<file path="src/design/sbr_pkg.sv">
// Shared types, constants and helper functions for the sampled bitvector rank core.
package sbr_pkg;

  localparam int MAX_WORDS_DEF = 1024;

  localparam int CNT_W     = 17;
  localparam int IDX_W     = 10;
  localparam int WORD_W    = 64;
  localparam int OFF_W     = 6;
  localparam int NW_W      = 11;
  localparam int BLK_W     = 11;
  localparam int POP_W     = 7;
  localparam int CFG_IDX_W = 1;
  localparam int DEF_BLK   = 8;

  typedef enum logic [1:0] {
    CMD_LOAD  = 2'd0,
    CMD_BUILD = 2'd1,
    CMD_RANK1 = 2'd2,
    CMD_RANK0 = 2'd3
  } cmd_t;

  typedef enum logic [CFG_IDX_W-1:0] {
    REG_BIT_LENGTH       = 1'b0,
    REG_WORDS_PER_SAMPLE = 1'b1
  } cfg_reg_t;

  typedef enum logic [3:0] {
    S_IDLE,
    S_LOAD_WR,
    S_BUILD_RUN,
    S_BUILD_END,
    S_Q_DIV,
    S_Q_BC,
    S_Q_ACC0,
    S_Q_WORDS
  } state_t;

  typedef struct packed {
    logic             go;
    logic [NW_W-1:0]  dividend;
    logic [BLK_W-1:0] divisor;
  } div_req_t;

  typedef struct packed {
    logic             done;
    logic [NW_W-1:0]  quotient;
    logic [BLK_W-1:0] remainder;
  } div_rsp_t;

  function automatic logic [POP_W-1:0] popcount(logic [WORD_W-1:0] x);
    logic [POP_W-1:0] n;
    n = '0;
    for (int i = 0; i < WORD_W; i++) begin
      n = n + POP_W'(x[i]);
    end
    return n;
  endfunction

  function automatic logic [WORD_W-1:0] low_mask(logic [OFF_W-1:0] n);
    return ~({WORD_W{1'b1}} << n);
  endfunction

endpackage

</file>
<file path="src/design/sbr_div.sv">
// Restoring divider, one quotient bit per cycle, used for the block lookup of rank queries.
module sbr_div (
  input  logic              clk,
  input  logic              rst,
  input  sbr_pkg::div_req_t req,
  output sbr_pkg::div_rsp_t rsp
);

  localparam int CW = $clog2(sbr_pkg::NW_W + 1);

  logic [sbr_pkg::BLK_W-1:0] rem;
  logic [sbr_pkg::NW_W-1:0]  quo;
  logic [sbr_pkg::BLK_W-1:0] dvs;
  logic [CW-1:0]             cnt;
  logic                      run;
  logic                      done;
  logic [sbr_pkg::BLK_W:0]   sh;
  logic                      fits;

  assign sh   = {rem, quo[sbr_pkg::NW_W-1]};
  assign fits = sh >= {1'b0, dvs};

  always_ff @(posedge clk) begin
    if (rst) begin
      run  <= 1'b0;
      done <= 1'b0;
      cnt  <= '0;
    end else begin
      done <= run && (cnt == CW'(1));
      if (req.go) begin
        run <= 1'b1;
        cnt <= CW'(sbr_pkg::NW_W);
      end else if (run) begin
        cnt <= cnt - CW'(1);
        if (cnt == CW'(1)) begin
          run <= 1'b0;
        end
      end
    end
  end

  always_ff @(posedge clk) begin
    if (req.go) begin
      rem <= '0;
      quo <= req.dividend;
      dvs <= req.divisor;
    end else if (run) begin
      if (fits) begin
        rem <= sbr_pkg::BLK_W'(sh - {1'b0, dvs});
      end else begin
        rem <= sh[sbr_pkg::BLK_W-1:0];
      end
      quo <= {quo[sbr_pkg::NW_W-2:0], fits};
    end
  end

  assign rsp.done      = done;
  assign rsp.quotient  = quo;
  assign rsp.remainder = rem;

endmodule

</file>
<file path="config.mk">
export PLATFORM = sky130hd
export DESIGN_NAME = sbr_div
export DESIGN_NICKNAME = d
export VERILOG_FILES = /design/src/design/sbr_pkg.sv /design/src/design/sbr_div.sv
export SDC_FILE = /design/constraint.sdc
export NUM_CORES = 1
export LEC_CHECK = 0
export BUFFER_PORTS_ARGS = -buffer_cell sky130_fd_sc_hd__buf_2
export CAP_MARGIN = 20
export CORE_MARGIN = 2
export CORE_UTILIZATION = 40
export DETAILED_ROUTE_END_ITERATION = 7
export GPL_ROUTABILITY_DRIVEN = 0
export MAX_ROUTING_LAYER = met4
export SYNTH_ARGS = -nofsm -noshare
export SYNTH_HDL_FRONTEND = slang
export SYNTH_SLANG_ARGS = --single-unit
</file>
<file path="constraint.sdc">
create_clock -name clk -period 2.5 [get_ports clk]
set_clock_uncertainty 0.15 [all_clocks]
set_input_delay 0.375 -clock clk [delete_from_list [all_inputs] [get_ports clk]]
set_output_delay 0.375 -clock clk [all_outputs]
set_load 0.02 [all_outputs]
</file>
### Word level (Yosys, flattened, before mapping)

Cells that the tools add are included.

* register bits: 39
* latch bits: 0
* RAM bits: 0
* bits in read-only memories: 0
* output and inout port bits: 23
* logic and storage cells: 22
* memories: 0

* add/subtract/negate cells: 2
* multipliers: 0
* div/mod/pow operators: 0
* order comparisons: 1
* eq/ne operators: 1
* shifts and indexed selects: 0
* multiplexer cells: 8
* bitwise logic cells: 0
* reduce and logical (&&, ||, !) cells: 3

Operator list (number)
* $mux 11: 3
* $ge 12x11->1: 1
* $sub 11x11->11: 1
* $mux 4: 2
* $eq 4x1->1 const B: 1
* $sub 4x1->4 const B: 1
* $mux 1: 3
* $reduce_bool 2->1: 1
* $reduce_or 2->1: 1
* $logic_and 1x1->1: 1

### Logic depth before layout (Yosys ltp)

* depth in word-level cells: 4
* mapped depth: 10
* depth with buffers taken out: 9

### Least setup slack after synthesis

Ideal clock, no wire load.

* kind: reg2reg
* start point: register quo[10] (netlist bit)
* end point: register rem[0] (netlist bit)
* library setup time: 0.079 ns
* arrival time: 2.277 ns
* setup slack: -0.006 ns
* stages on the path, launching flop included: 10
* buffers on the path: 0
* period minus slack after synthesis: 2.506 ns
* cells stage by stage: edfxtp_1 > inv_1 > ha_1 > fa_1 > nor2b_1 > o31a_1 > o21ai_2 > o21ai_2 > mux2_4 > a211oi_2

* cells in the longest elaborated chain, start to end: 2

Ends and longest elaborated chain
* from (decl): line sbr_div.sv:12 `logic [sbr_pkg::NW_W-1:0] quo;`
* from (signal assigned): line sbr_div.sv:45 `quo <= req.dividend;`
* from (signal assigned): line sbr_div.sv:53 `quo <= {quo[sbr_pkg::NW_W-2:0], fits};`
* $sub 11x11->11 / $ge 12x11->1 (equally long branches): line sbr_div.sv:49, sbr_div.sv:21
* $mux 11 (*): line sbr_div.sv:48 `if (fits) begin`
* to (signal assigned): line sbr_div.sv:49 `rem <= sbr_pkg::BLK_W'(sh - {1'b0, dvs});`
* to (signal assigned): line sbr_div.sv:51 `rem <= sh[sbr_pkg::BLK_W-1:0];`
* to (decl): line sbr_div.sv:11 `logic [sbr_pkg::BLK_W-1:0] rem;`

Every way passes the cells marked *; elsewhere a longest branch is shown, timed or not.
A chain may end at the register's enable or synchronous reset.

### Worst setup path after layout

* start point: register dvs[2] (netlist bit)
* end point: register rem[6] (netlist bit)

* cells in the longest elaborated chain, start to end: 2

Ends and longest elaborated chain
* from (decl): line sbr_div.sv:13 `logic [sbr_pkg::BLK_W-1:0] dvs;`
* from (signal assigned): line sbr_div.sv:46 `dvs <= req.divisor;`
* $sub 11x11->11 / $ge 12x11->1 (equally long branches): line sbr_div.sv:49, sbr_div.sv:21
* $mux 11 (*): line sbr_div.sv:48

Marks and branches as above.

==> results.sh <==
export IMPL_yosysMostFrequentCell="nor2_1"
export IMPL_yosysSeqAreaShare_pct=46.40
export IMPL_syn_area_mm2=0.002157
export IMPL_cts_buffers=5
export IMPL_critPathArrivalTime_ns=2.51
export IMPL_wl_met1_um=2195
export IMPL_rrSetupSlack_ns=0.06
export IMPL_grt_max_degree=24
export IMPL_path_clk_slew_ns=0.08
export IMPL_dieArea_mm2=0.005996
export IMPL_highest_layer="met4"
export IMPL_wl_um=4718
export IMPL_crit_chain="inv_2 > ha_4 > buf_4 > nor2b_2 > o31a_1 > o21ai_2 > o21ai_4 > buf_12 > buf_4 > and2_2 > a211oi_2"
export IMPL_start_kind="flop"
export IMPL_r2r_start="dvs[2]"
export IMPL_area_delta_synth_final_pct=35.32
export IMPL_rows=26
export IMPL_grt_total_usage_pct=16.95
export IMPL_nets=329
export IMPL_yosysTopAreaCellShare_pct=30.63
export IMPL_nFillCells=490
export IMPL_final_area_mm2=0.002919
export IMPL_cpMostUsedCell="buf_4"
export IMPL_clockPowerShare_pct=26.9
export IMPL_min_path_type="primary input to flop"
export IMPL_finalPower_mw=1.971
export IMPL_fmax_mhz=409.6
export IMPL_cap_violations=0
export IMPL_routedWlPerCell_um=13.07
export IMPL_cp_max_fo=8
export IMPL_tightest_slew_ns=0.6774
export IMPL_pre_cts_ws_ns=-0.1363
export IMPL_cts_max_level=2
export IMPL_comb_power_share_pct=33.5
export IMPL_setup_violations=0
export IMPL_holdPathEnd="dvs[2]"
export IMPL_fin_util_pct=56.79
export IMPL_ys_seq_elements=39
export IMPL_setup_slack_ns=0.05877
export IMPL_hold_violations=0
export IMPL_p_sw_mw=0.5936
export IMPL_drv_slew=0
export IMPL_worstReg2RegEnd="rem[6]"
export IMPL_max_slew_margin_pct=54.78
export IMPL_outcome="finished, final reports clean"
export IMPL_port_buffers=47
export IMPL_place_area_mm2=0.002660
export IMPL_grt_pass1_vias=1800
export IMPL_firstDrtPassIters=4
export IMPL_placed_cells=343
export IMPL_insertion_delay_ns=0.30
export IMPL_design_core_area_mm2=0.005140
export IMPL_synth_warnings=0
export IMPL_cp_required_ns=2.57
export IMPL_leakagePower_nw=1.310
export IMPL_whs_path_depth=1
export IMPL_drive_gt1_share_pct=41.92
export IMPL_synth_async_sr_flop_share_pct=0
export IMPL_drc_errors=0
export IMPL_route_vias_total=1790
export IMPL_die_w_um=77.44
export IMPL_synth_nets=243
export IMPL_setup_tns_final_ns=0
export IMPL_r2r_cells=11
export IMPL_period_needed_ns=2.441
export IMPL_tritoncts="yes"
export IMPL_max_stage_delay_ns=0.38
export IMPL_hold_start="req[2]"
export IMPL_met3WireLength_um=207
export IMPL_drt_iter0_markers=49
export IMPL_slowest_stage="edfxtp_1"
export IMPL_pin_count=48
export IMPL_vdd_drop_max_mv=0.3025
export IMPL_finalCritPeriodShare_pct=97.65
export IMPL_power_share_switching_pct=30.11
export IMPL_final_cells=361
export IMPL_ys_top_cells_by_area="edfxtp_1, dfxtp_1, ha_1"
export IMPL_syn_inst=204
export IMPL_wl_met2_um=2241
export IMPL_critPathBufInv=4
export IMPL_cp_end_kind="flop"
export IMPL_avgSynthCellArea_um2=10.57
export IMPL_synth_edf_count=22
export IMPL_critPathKind="flop to flop"
export IMPL_fp_dieH_um=77.44
export IMPL_antenna_left=0
export IMPL_grt_pass1_wl_um=7907
export IMPL_clk_path_buf_depth=2
export IMPL_cts_hold_buf=0
export IMPL_via_per_inst=4.958
export IMPL_grt_overflow=0
export IMPL_cts_sinks=39
export IMPL_synth_distinct_cells=47
export IMPL_power_density_mw_per_mm2=675.3
export IMPL_ctsRootBufferMaster="clkbuf_8"
export IMPL_initial_utilization_pct=41.97
export IMPL_synth_main_ff_cell="edfxtp_1"
export IMPL_p_seq_share_pct=39.6
export IMPL_hold_ws_ns=0.09499
export IMPL_antenna_cells=0
export IMPL_dp_hpwl_um=3349
export IMPL_synth_largest_area_cell="edfxtp_1"
export IMPL_p_int_mw=1.378
export IMPL_synthTopCellsByCount="nor2_1, edfxtp_1, dfxtp_1"
export IMPL_antenna_found_initial=0
export IMPL_crit_family="compound AO/OA/AOI/OAI gates"
-- placed cells by master, fill, tap and decap left out, drive strengths merged, types with 2 or more instances in the layout --
cell type  netlist  routed
clkbuf           4       6
o31a             2       2
nand2b           4       4
xor2             3       3
inv             16      16
buf              5      88
nor3b            2       2
nor4             2       2
a311oi           2       2
mux2i            7       7
nor3             2       2
nor2b            2       2
a21oi            7       7
a211oi           8       8
xnor2            5       5
o21ai           12      12
dfxtp           17      17
ha              13      13
or3              3       3
edfxtp          22      22
o22ai            2       2
nor2            24      24
mux2            12      12
o211ai           2       2
nand3            4       4
nand2            8       8
o21a             2       2
-- final cells by class --
type / instances / area, µm² / share of cell area, %
multi-input combinational: 139 / 1094 / 37.46
sequential: 39 / 1001 / 34.29
timing repair buffer: 88 / 563.0 / 19.29
tap: 70 / 87.58 / 3.000
clock buffer: 6 / 72.57 / 2.486
inverter: 17 / 63.81 / 2.186
clock inverter: 2 / 37.54 / 1.286
-- registers in the layout, summed over array words and instances, names as in the netlist --
signal,count
quo,11
rem,11
cnt,4
done,1
dvs,11
run,1
-- how the worst max path moves through the flow --
stage	end	cells past startpoint	slack, ns	start
2_1_floorplan	rem[0]	9	-0.006	quo[10]
3_3_place_gp	rem[0]	9	-0.007	quo[10]
3_5_place_dp	rem[2]	10	-0.14	quo[10]
4_1_cts	rem[0]	9	0.01	quo[10]
5_1_grt	rem[6]	11	-0.04	dvs[2]
6_report	rem[6]	11	0.06	dvs[2]
-- routing by layer --
layer | up-vias | global-route usage, %
li1 | 904 | -
met1 | 844 | 20.61
met2 | 34 | 27.65
met3 | 8 | 3.837
met4 | 0 | 6.250
met5 | - | -
-- power by group through the flow --
stage          registers, mW  logic, mW  clock network [mW]
2_1_floorplan          0.839      0.323                   0
3_3_place_gp           0.793      0.577                   0
3_5_place_dp           0.793      0.582                   0
4_1_cts                0.779      0.617               0.544
5_1_grt                0.791      0.729               0.562
6_report               0.781      0.661               0.529
-- cells by family (layout without fill, tap and decap cells) --
logic type | after synthesis | in the layout | share of synthesized area, %
muxes | 19 | 19 | 9.687
xor gates and xnor gates | 8 | 8 | 3.248
adders and majority gates | 14 | 14 | 8.469
DFF | 39 | 39 | 46.40
and+or+nand+nor | 57 | 57 | 13.52
AOI/OAI and AO/OA | 41 | 41 | 13.28
buffers and inverters | 26 | 113 | 5.394
-- timing repair --
item / in CTS / in global routing
buffers inserted: 7 / 3
endpoints found under the setup margin: 11 / 12
pin swaps: 2 / 10
resized for setup: 3 / 10
endpoints found under the hold margin: 0 / 0
-- worst reg2reg max path: cells and delay by family (launching register included) --
family | cells | cell delay [ns]
AO/OA/AOI/OAI | 4 | 0.76
adder cells (fa/ha/maj) | 1 | 0.20
buffers and inverters | 4 | 0.50
flip-flops | 1 | 0.38
AND/OR/NAND/NOR | 2 | 0.36
No activity file was read; power rests on OpenSTA's default activity.
